`config.mk`:
```
export PLATFORM = sky130hd
export DESIGN_NAME = bounded_sequential_list
export DESIGN_NICKNAME = d
export VERILOG_FILES = /design/src/sv/bsl_pkg.sv /design/src/sv/bsl_ram.sv /design/src/sv/bsl_ctrl.sv /design/src/sv/bounded_sequential_list.sv
export SDC_FILE = /design/constraint.sdc
export NUM_CORES = 1
export LEC_CHECK = 0
export BUFFER_PORTS_ARGS = -buffer_cell sky130_fd_sc_hd__buf_2
export CAP_MARGIN = 20
export CORE_ASPECT_RATIO = 1.1
export CORE_MARGIN = 3
export CORE_UTILIZATION = 43
export DETAILED_ROUTE_END_ITERATION = 8
export SLEW_MARGIN = 10
export SYNTH_ARGS = -nofsm -noshare
export SYNTH_HDL_FRONTEND = slang
export SYNTH_SLANG_ARGS = --single-unit
export TNS_END_PERCENT = 50
```
`constraint.sdc`:
```
create_clock -name clk -period 5.6 [get_ports clk]
set_input_delay 0.84 -clock clk [delete_from_list [all_inputs] [get_ports clk]]
set_output_delay 0.84 -clock clk [all_outputs]
set_load 0.01 [all_outputs]
```
`src/sv/bsl_pkg.sv`:
```
// Shared constants and types for the bounded sequential list.
package bsl_pkg;

  localparam int CAPACITY = 16;
  localparam int WORD_W   = 32;
  localparam int ACTION_W = 3;
  localparam int INDEX_W  = 4;
  localparam int COUNT_W  = 5;
  localparam int CNT_W    = $clog2(CAPACITY + 1);
  localparam int ADDR_W   = $clog2(CAPACITY);
  localparam int CMP_W    = (CNT_W > INDEX_W) ? CNT_W : INDEX_W;

  typedef enum logic [ACTION_W-1:0] {
    ACT_INSERT = 3'd0,
    ACT_REMOVE = 3'd1,
    ACT_READ   = 3'd2,
    ACT_MIN    = 3'd3,
    ACT_ODD    = 3'd4
  } action_t;

  typedef enum logic [1:0] {
    S_IDLE,
    S_SCAN,
    S_READ,
    S_DONE
  } state_t;

  typedef struct packed {
    logic              we;
    logic [ADDR_W-1:0] waddr;
    logic [WORD_W-1:0] wdata;
    logic [ADDR_W-1:0] raddr;
  } mem_req_t;

  typedef struct packed {
    logic               ok;
    logic [WORD_W-1:0]  data;
    logic [COUNT_W-1:0] count;
  } res_t;

endpackage

```
`src/sv/bsl_ram.sv`:
```
// Simple dual-port RAM: one write port, one read port with registered data.
module bsl_ram #(
  parameter int DEPTH = 16,
  parameter int WIDTH = 32
) (
  input  logic                     clk,
  input  logic                     we,
  input  logic [$clog2(DEPTH)-1:0] waddr,
  input  logic [WIDTH-1:0]         wdata,
  input  logic [$clog2(DEPTH)-1:0] raddr,
  output logic [WIDTH-1:0]         rdata
);

  logic [WIDTH-1:0] mem [DEPTH];

  always_ff @(posedge clk) begin
    if (we) begin
      mem[waddr] <= wdata;
    end
  end

  always_ff @(posedge clk) begin
    rdata <= mem[raddr];
  end

endmodule

```
`src/sv/bsl_ctrl.sv`:
```
// Sequencer: decodes a request and walks the entry RAM one word per cycle.
module bsl_ctrl
  import bsl_pkg::*;
(
  input  logic                clk,
  input  logic                rst,
  input  logic                req_valid,
  output logic                req_ready,
  input  logic [ACTION_W-1:0] action,
  input  logic [WORD_W-1:0]   value,
  input  logic [INDEX_W-1:0]  index,
  output logic                res_valid,
  input  logic                res_ready,
  output res_t                res,
  output mem_req_t            mem,
  input  logic [WORD_W-1:0]   rdata
);

  state_t              state, state_next;
  logic [CNT_W-1:0]    n, n_next;
  logic [CNT_W-1:0]    rd_ptr, rd_ptr_next;
  logic [CNT_W-1:0]    pos, pos_next;
  logic [CNT_W-1:0]    wr_j, wr_j_next;
  logic                rvalid, rvalid_next;
  logic                found, found_next;
  logic [ACTION_W-1:0] act, act_next;
  logic [WORD_W-1:0]   val, val_next;
  logic [WORD_W-1:0]   mn, mn_next;
  logic                res_ok, res_ok_next;
  logic [WORD_W-1:0]   res_data, res_data_next;
  logic                idx_ok;
  logic                last;
  logic                hit;
  logic                even;

  assign idx_ok = CMP_W'(index) < CMP_W'(n);
  assign last   = rvalid && (pos == n - CNT_W'(1));
  assign hit    = !found && (rdata == val);
  assign even   = !rdata[0];

  assign req_ready = (state == S_IDLE);
  assign res_valid = (state == S_DONE);
  assign res.ok    = res_ok;
  assign res.data  = res_data;
  assign res.count = COUNT_W'(n);

  // next state
  always_comb begin
    state_next = state;
    unique case (state)
      S_IDLE: begin
        if (req_valid) begin
          case (action) inside
            ACT_READ:                   state_next = idx_ok ? S_READ : S_DONE;
            ACT_REMOVE, ACT_MIN, ACT_ODD: state_next = (n != '0) ? S_SCAN : S_DONE;
            default:                    state_next = S_DONE;
          endcase
        end
      end
      S_SCAN: begin
        if (last) begin
          state_next = S_DONE;
        end
      end
      S_READ: state_next = S_DONE;
      S_DONE: begin
        if (res_ready) begin
          state_next = S_IDLE;
        end
      end
      default: state_next = S_IDLE;
    endcase
  end

  // datapath and RAM control
  always_comb begin
    n_next        = n;
    rd_ptr_next   = rd_ptr;
    pos_next      = pos;
    wr_j_next     = wr_j;
    rvalid_next   = 1'b0;
    found_next    = found;
    act_next      = act;
    val_next      = val;
    mn_next       = mn;
    res_ok_next   = res_ok;
    res_data_next = res_data;
    mem.we        = 1'b0;
    mem.waddr     = '0;
    mem.wdata     = '0;
    mem.raddr     = rd_ptr[ADDR_W-1:0];

    unique case (state)
      S_IDLE: begin
        if (req_valid) begin
          act_next      = action;
          val_next      = value;
          rd_ptr_next   = '0;
          pos_next      = '0;
          wr_j_next     = '0;
          found_next    = 1'b0;
          res_ok_next   = 1'b0;
          res_data_next = '0;
          case (action) inside
            ACT_INSERT: begin
              if (n < CNT_W'(CAPACITY)) begin
                mem.we      = 1'b1;
                mem.waddr   = n[ADDR_W-1:0];
                mem.wdata   = value;
                n_next      = n + CNT_W'(1);
                res_ok_next = 1'b1;
              end
            end
            ACT_READ: mem.raddr = ADDR_W'(index);
            default: ;
          endcase
        end
      end
      S_SCAN: begin
        if (rd_ptr < n) begin
          rd_ptr_next = rd_ptr + CNT_W'(1);
          rvalid_next = 1'b1;
        end
        if (rvalid) begin
          pos_next = pos + CNT_W'(1);
          case (act)
            ACT_REMOVE: begin
              if (hit) begin
                found_next = 1'b1;
              end else if (found) begin
                // close the gap behind the removed entry
                mem.we    = 1'b1;
                mem.waddr = ADDR_W'(pos - CNT_W'(1));
                mem.wdata = rdata;
              end
              if (last) begin
                res_ok_next = found || hit;
                if (found || hit) begin
                  n_next = n - CNT_W'(1);
                end
              end
            end
            ACT_MIN: begin
              if ((pos == '0) || ($signed(rdata) < $signed(mn))) begin
                mn_next = rdata;
              end
              if (last) begin
                res_ok_next = 1'b1;
                res_data_next = ((pos == '0) || ($signed(rdata) < $signed(mn))) ? rdata : mn;
              end
            end
            default: begin
              // keep even words, packed from the bottom
              if (even) begin
                mem.we    = 1'b1;
                mem.waddr = wr_j[ADDR_W-1:0];
                mem.wdata = rdata;
                wr_j_next = wr_j + CNT_W'(1);
              end
              if (last) begin
                res_ok_next = 1'b1;
                n_next      = even ? wr_j + CNT_W'(1) : wr_j;
              end
            end
          endcase
        end
      end
      S_READ: begin
        res_ok_next   = 1'b1;
        res_data_next = rdata;
      end
      S_DONE: ;
      default: ;
    endcase
  end

  always_ff @(posedge clk) begin
    if (rst) begin
      state  <= S_IDLE;
      n      <= '0;
      rvalid <= 1'b0;
    end else begin
      state  <= state_next;
      n      <= n_next;
      rvalid <= rvalid_next;
    end
  end

  always_ff @(posedge clk) begin
    rd_ptr   <= rd_ptr_next;
    pos      <= pos_next;
    wr_j     <= wr_j_next;
    found    <= found_next;
    act      <= act_next;
    val      <= val_next;
    mn       <= mn_next;
    res_ok   <= res_ok_next;
    res_data <= res_data_next;
  end

`ifndef SYNTHESIS
  a_count_bound: assert property (@(posedge clk) disable iff (rst)
    n <= CNT_W'(CAPACITY))
    else $error("entry count above capacity");

  a_no_overrun: assert property (@(posedge clk) disable iff (rst)
    rvalid |-> (pos < n) && (state == S_SCAN))
    else $error("read data beyond the held entries");

  a_compact_behind: assert property (@(posedge clk) disable iff (rst)
    (state == S_SCAN && act == ACT_ODD) |-> (wr_j <= pos) && (pos <= rd_ptr))
    else $error("compaction write overtook the read pointer");

  a_insert_grows: assert property (@(posedge clk) disable iff (rst)
    (state == S_IDLE && req_valid && action == ACT_INSERT && n < CNT_W'(CAPACITY))
      |=> n == $past(n) + CNT_W'(1))
    else $error("insert did not grow the list");

  a_result_held: assert property (@(posedge clk) disable iff (rst)
    (state == S_DONE && !res_ready) |=> (state == S_DONE) && $stable(res))
    else $error("pending result changed");
`endif

endmodule

```
`src/sv/bounded_sequential_list.sv`:
```
// Bounded sequential list: insert, remove, read, minimum and even-only compaction.
// Insert and requests refused at decode go straight to the result; read takes one RAM
// read; remove, minimum and compaction scan the n entries held. One request at a time;
// the scan actions walk the entry RAM at one word per cycle through its single read port.
// Reset (rst, synchronous) empties the list at once; entry contents are left as they are.
module bounded_sequential_list
  import bsl_pkg::*;
(
  input  logic        clk,
  input  logic        rst,
  input  logic        s_tvalid,
  output logic        s_tready,
  input  logic [39:0] s_tdata,   // action[2:0], value[34:3], index[38:35], zero pad
  output logic        m_tvalid,
  input  logic        m_tready,
  output logic [39:0] m_tdata    // ok[0], data[32:1], count[37:33], zero pad
);

  mem_req_t          mem;
  logic [WORD_W-1:0] rdata;
  res_t              res;
  res_t              out_res;
  logic              res_valid;
  logic              load;

  // result register frees the core as soon as a result is parked
  assign load = !m_tvalid || m_tready;

  bsl_ram #(
    .DEPTH(CAPACITY),
    .WIDTH(WORD_W)
  ) u_ram (
    .clk  (clk),
    .we   (mem.we),
    .waddr(mem.waddr),
    .wdata(mem.wdata),
    .raddr(mem.raddr),
    .rdata(rdata)
  );

  bsl_ctrl u_ctrl (
    .clk      (clk),
    .rst      (rst),
    .req_valid(s_tvalid),
    .req_ready(s_tready),
    .action   (s_tdata[2:0]),
    .value    (s_tdata[34:3]),
    .index    (s_tdata[38:35]),
    .res_valid(res_valid),
    .res_ready(load),
    .res      (res),
    .mem      (mem),
    .rdata    (rdata)
  );

  always_ff @(posedge clk) begin
    if (rst) begin
      m_tvalid <= 1'b0;
    end else if (load) begin
      m_tvalid <= res_valid;
    end
  end

  always_ff @(posedge clk) begin
    if (load && res_valid) begin
      out_res <= res;
    end
  end

  assign m_tdata = {2'b00, out_res.count, out_res.data, out_res.ok};

endmodule

```
# Word-level counts from Yosys, hierarchy flattened
# Memory sizes are Yosys's and may differ from the RTL's. A register that Yosys moved wholly into a read port is not among the register bits.
# Index checks and enable logic that the tools add are counted.
# totals
register_bits,163
ramBits,512
input_bits,44
out_inout_bits,42
wordCells,139
memories,1
# op_classes
add_sub_neg,6
order_cmp,4
n_eq_ne,24
n_mux,60
bitwise,1
n_reduce_logical,27
# mem_list
name,depth,word_bits,read_ports,rd_ports_with_merged_regs,write_ports,line_no,rtl
u_ram.mem,16,32,1,1,1,bsl_ram.sv:14,logic [WIDTH-1:0] mem [DEPTH];
# ops
operator,n
$mux 37,6
$mux 32,5
$pmux 37 s2,2
$pmux 32 s3,1
$mux 5,13
$pmux 5 s2,5
$mux 41,1
$eq 32x32->1,1
$lt 32x32->1,1
$add 5x1->5 const B,4
$mux 1,15
$ne 2x1->1 const B,7
$mux 2,6
$mux 4,3
$reduce_and 3->1,4
$ne 2x2->1 const B,5
$reduce_and 5->1,2
$eq 3x2->1 const B,3
$pmux 2 s4,1
$reduce_and 4->1,2
$reduce_and 8->1,1
$eq 3x1->1 const B,2
$eq 5x5->1,1
$logic_not 5->1,1
other kinds (23),30

# Depth between registers and ports, before layout
# depth
depth_word,8
ltp_mapped,11
ltp_nobuf,9

# Hierarchy
# From an unflattened synthesis, not the netlist that was laid out.
# hier_totals
cells_unflattened,1499
area_unflattened_um2,28329.7
# by_module_without_submodules
module,n_inst,cells_each,area_per_inst_um2,seq_area_each_um2
bsl_ram,1,838,19835.3,16015.4
bsl_ctrl,1,615,7279.5,3643.5
bounded_sequential_list,1,46,1214.9,1161.1

# Least setup slack after synthesis
# Ideal clock, no wire load.
# synth_timing
path_type,register to register
from,reg u_ctrl.n[0]
to,"reg u_ctrl.res_data[0], enable pin"
setup_ns,0.470
t_arrival_ns,4.259
required_time_ns,5.130
setup_slack_ns,0.871
stages_incl_launch_ff,9
n_path_buf,1
period_less_slack_ns,4.729
cell_sequence,dfxtp_1 > clkbuf_1 > inv_1 > ha_1 > nor3b_1 > xnor3_1 > o41ai_1 > nand2_1 > a211oi_1
# synth_via
elab_chain_len,5
# synth_lines
element,line_no,rtl
start: declaration,bsl_ctrl.sv:20,"logic [CNT_W-1:0] n, n_next;"
start signal: assignment,bsl_ctrl.sv:184,n <= n_next;
$sub 5x1->5,bsl_ctrl.sv:37,assign last = rvalid && (pos == n - CNT_W'(1));
$eq 5x5->1,bsl_ctrl.sv:37,
$logic_and 1x1->1,bsl_ctrl.sv:37,
$ne 2x1->1 (no line),n/a,
$reduce_and 5->1 (no line),n/a,
end signal: assignment,bsl_ctrl.sv:198,res_data <= res_data_next;
end: declaration,bsl_ctrl.sv:30,"logic [WORD_W-1:0] res_data, res_data_next;"
# Every way passes these cells.
# A chain may end at the register's enable or synchronous reset.

# Worst setup path in the final report
# layout_timing
from,reg u_ctrl.state[0]
to,"mem u_ram.mem[13][10], enable pin"
# layout_via
elab_chain_len,4
elab_cells_between_ends,5
classes_between,eq/ne: 1; mux: 3; reduce/logical: 1
# layout_lines
element,line_no,rtl
start: declaration,bsl_ctrl.sv:19,"state_t state, state_next;"
start signal: assignment,bsl_ctrl.sv:183,state <= state_next;
$eq 2x1->1 / $logic_not 2->1 (equally long branches),bsl_ctrl.sv:93,unique case (state)
$pmux 37 s2 (*),bsl_ctrl.sv:93,
$mux 1,bsl_ram.sv:17,if (we) begin
$mux 1 (implied by the code),bsl_ram.sv:18,mem[waddr] <= wdata;
end: declaration,bsl_ram.sv:14,
# Mark *: on every way between the ends. The rest lies on a longest branch, timed or not.

==> summary.md <==
| Metric | Value |
|---|---|
| Outcome | `complete, no violations` |
| Final Hold Vio Count | `0` |
| Reg-to-Reg Start | `u_ctrl.state[0]` |
| Largest net degree at the start of global routing | `66` |
| CP cell instances | `inv_1 -> ha_1 -> and2_2 -> and2_2 -> nand2_1 -> o211ai_1 -> nand2_1 -> nor2_4 -> buf_4` |
| Slew @ Worst Pin | `1.07 ns` |
| Final RePlAce weighted congestion | `0.795` |
| Critical path peak fanout | `41` |
| Maxcap violations | `0` |
| F_max | `0.257 GHz` |
| Depth of the worst hold-timing path | `0` |
| Number of synthesized flops with an enable pin | `666` |
| Syn_area_per_cell | `18.4 um2` |
| Most common cell after layout, fill and taps aside | `edfxtp_1` |
| Max Slew Vio Count | `0` |
| Drt wl/cell | `24.2 um` |
| Fin crit share | `0.694` |
| Hold Buf Count CTS | `0` |
| Crit path buf inv count | `2` |
| R2r setup slk | `1.71 ns` |
| FP Rows | `98` |
| Synth top area cells | `edfxtp_1 70%, mux4_2 10%, dfxtp_1 2.9%` |
| Ys Warns | `0` |
| Post-DP HPWL | `37.9 mm` |
| CP Class | `reg2reg` |
| Diodes inserted | `0` |
| Clk slew on worst S/H paths | `0.06 ns` |
| Core area | `65500 um2` |
| Layout Cells excl Fill | `2591` |
| Post-CTS Resized | `0` |
| Nets | `1780` |
| R2R depth | `9` |
| Post-synth design cell area | `28600 um2` |
| Max stage delay on crit path | `0.84 ns` |
| Sum Neg Setup Slack | `0 ns` |
| TritonCTS Buffers | `70` |
| PD cells | `485 nW/um2` |
| Share of the synthesized area in the top cell type | `0.699` |
| Die ar. | `69700 um2` |
| Slowest cell on crit path | `and2_2` |
| Met3 wire length | `3.31 mm` |
| Hold path startpoint | `u_ctrl.res_data[15]` |
| Htree depth | `3` |
| Initial Util | `0.437` |
| Skew final | `0.0247 ns` |
| Starting DRT DRC Count | `1259` |
| Initial antenna violation count | `0` |
| Placed cells | `2463` |
| # setup viols final | `0` |
| Met2 WL | `31.1 mm` |
| Synthesized flop and latch total | `707` |
| Final Cell Area | `32800 um2` |
| Clock sinks | `707` |
| Hold EP | `m_tdata[16]` |
| Crit path required time | `5.90 ns` |
| Worst path top cell family by delay | `simple AND/OR/NAND/NOR gates` |
| Area Growth Syn to Fin | `14.6%` |
| Highest routed layer | `met4` |
| CP Launch Type | `flop` |
| Vias after detailed routing | `14.7k` |
| I/O pin count | `86` |
| Unrepaired setup endpoints after global routing | `false` |
| DRT met1 WL | `27.0 mm` |
| Share of layout cells above drive strength 1 | `0.234` |
| R2r endpoint | `u_ram.mem[13][10]` |
| Mapped Cells | `1553` |
| Worst-Skew Late Latency | `0.61 ns` |
| Via/cell ratio | `5.68` |
| IO buf count | `82` |
| Die width | `252 um` |
| Post-synthesis sequential area ratio | `0.728` |
| Async SR Flop Fraction | `0` |
| Placed cell areas | `30400 um2` |
| CP arrival | `4.19 ns` |
| Final wirelength | `62.8 mm` |
| Postcts setup bufs | `0` |
| Static leakage | `0.0112 uW` |
| VDD IR max | `0.000355 V` |
| Tightest Hold Check Type | `reg2reg` |
| Most frequent cells in the layout | `666 x edfxtp_1, 128 x mux4_2, 97 x nand2_1` |
| Vias in the first global route | `14.9k` |
| Post-synth top area cell | `edfxtp_1` |
| Die height | `277 um` |
| Period minus WS final | `3.89 ns` |
| Antenna-violating nets left | `0` |
| Slew HR | `0.284` |
| CTS tree | `built` |
| Max Buffers Root-to-Sink | `3` |
| CTS root buffer | `clkbuf_16` |
| GRT Util Overall | `0.182` |
| First-pass GRT wire length | `94.4 mm` |
| Synth cell types | `57` |
| Grt ovf | `0` |
| Post-route DRC | `0` |
| First-pass iteration count of the detailed router | `8` |
| Dominant synthesized flop cell | `edfxtp_1` |
| Worst Hold Slack | `0.417 ns` |
| Crit end category | `flop` |
[cells in the mapped netlist (all sizes together) (2+ instances only)]
master	number
edfxtp	666
mux4	128
nand2	97
ha	51
and2	47
inv	46
clkbuf	45
dfxtp	41
nor2	39
a211oi	35
buf	35
a31oi	34
mux2	34
a32o	32
a22o	31
xor2	30
a21oi	23
xnor2	19
nand4	12
nor2b	11
nor4	10
nand3	9
a21o	8
mux2i	7
nand2b	7
o21ai	7
a221oi	6
o211ai	6
nor3	4
nor3b	4
a221o	3
a311oi	3
o21a	3
o41ai	2
or3	2
or4	2
xnor3	2
[logic make-up (layout without fill, tap and decap cells)]
kind of cell / count (synthesis) / after routing / synth area share
flip-flops: 707 / 707 / 0.728
AND/OR/NAND/NOR: 247 / 247 / 0.0424
XOR/XNOR: 51 / 51 / 0.0166
other: 1 / 2 / 0.000131
adder cells (fa/ha/maj): 51 / 51 / 0.0223
multiplexers: 169 / 169 / 0.117
buffers and inverters: 126 / 313 / 0.0194
AO/OA/AOI/OAI: 201 / 201 / 0.0546
[how the worst max path moves through the flow]
stage / from / endpoint / cells after the start
after global placement: s_tdata[2] / u_ram.mem[13][10] / 8
after CTS: u_ctrl.state[0] / u_ram.mem[13][4] / 9
after global routing: u_ctrl.state[1] / u_ram.mem[13][8] / 9
after floorplan: u_ctrl.n[0] / u_ctrl.res_data[0] / 8
final: u_ctrl.state[0] / u_ram.mem[13][10] / 9
after detailed placement: s_tdata[2] / u_ram.mem[13][8] / 8
[sequential cells by signal, summed over array words and instances (netlist names)]
signal           count
u_ram.mem          512
m_tdata             38
u_ctrl.mn           32
u_ctrl.res_data     32
u_ctrl.val          32
u_ram.rdata         32
u_ctrl.n             5
u_ctrl.pos           5
u_ctrl.rd_ptr        5
u_ctrl.wr_j          5
u_ctrl.act           3
u_ctrl.state         2
m_tvalid             1
u_ctrl.found         1
u_ctrl.res_ok        1
u_ctrl.rvalid        1
[metrics by stage]
step            util  total power (uW)  worst slack, ns
5_1_grt        0.500             16700             1.42
4_1_cts        0.500             16100             1.65
3_3_place_gp   0.465             11200             1.22
2_1_floorplan      -              9960            0.871
3_5_place_dp   0.465             11300             1.17
6_report       0.500             15900             1.71
[power breakdown]
group,total (uW),leakage (uW),switching (uW),internal [uW]
Combinational,4310,0.00336,2410,1890
Clock,4770,0.00116,1940,2830
Sequential,6820,0.00669,368,6450
[metal layers]
layer / GRT usage / vias to the layer above
met3: 0.0333 / 98
met5: 0 / -
met2: 0.301 / 400
met4: 0.0561 / 0
li1: - / 6525
met1: 0.246 / 7688
[area by class of cell]
cell class                 count  area, um2
fill                        5377      32700
sequential                   707      20800
multi-input combinational    721       7430
clock buffer                  92       1950
tap                          850       1060
timing repair buffer         139        938
clock inverter                36        398
inverter                      46        173
(Power assumes the default switching activity.)
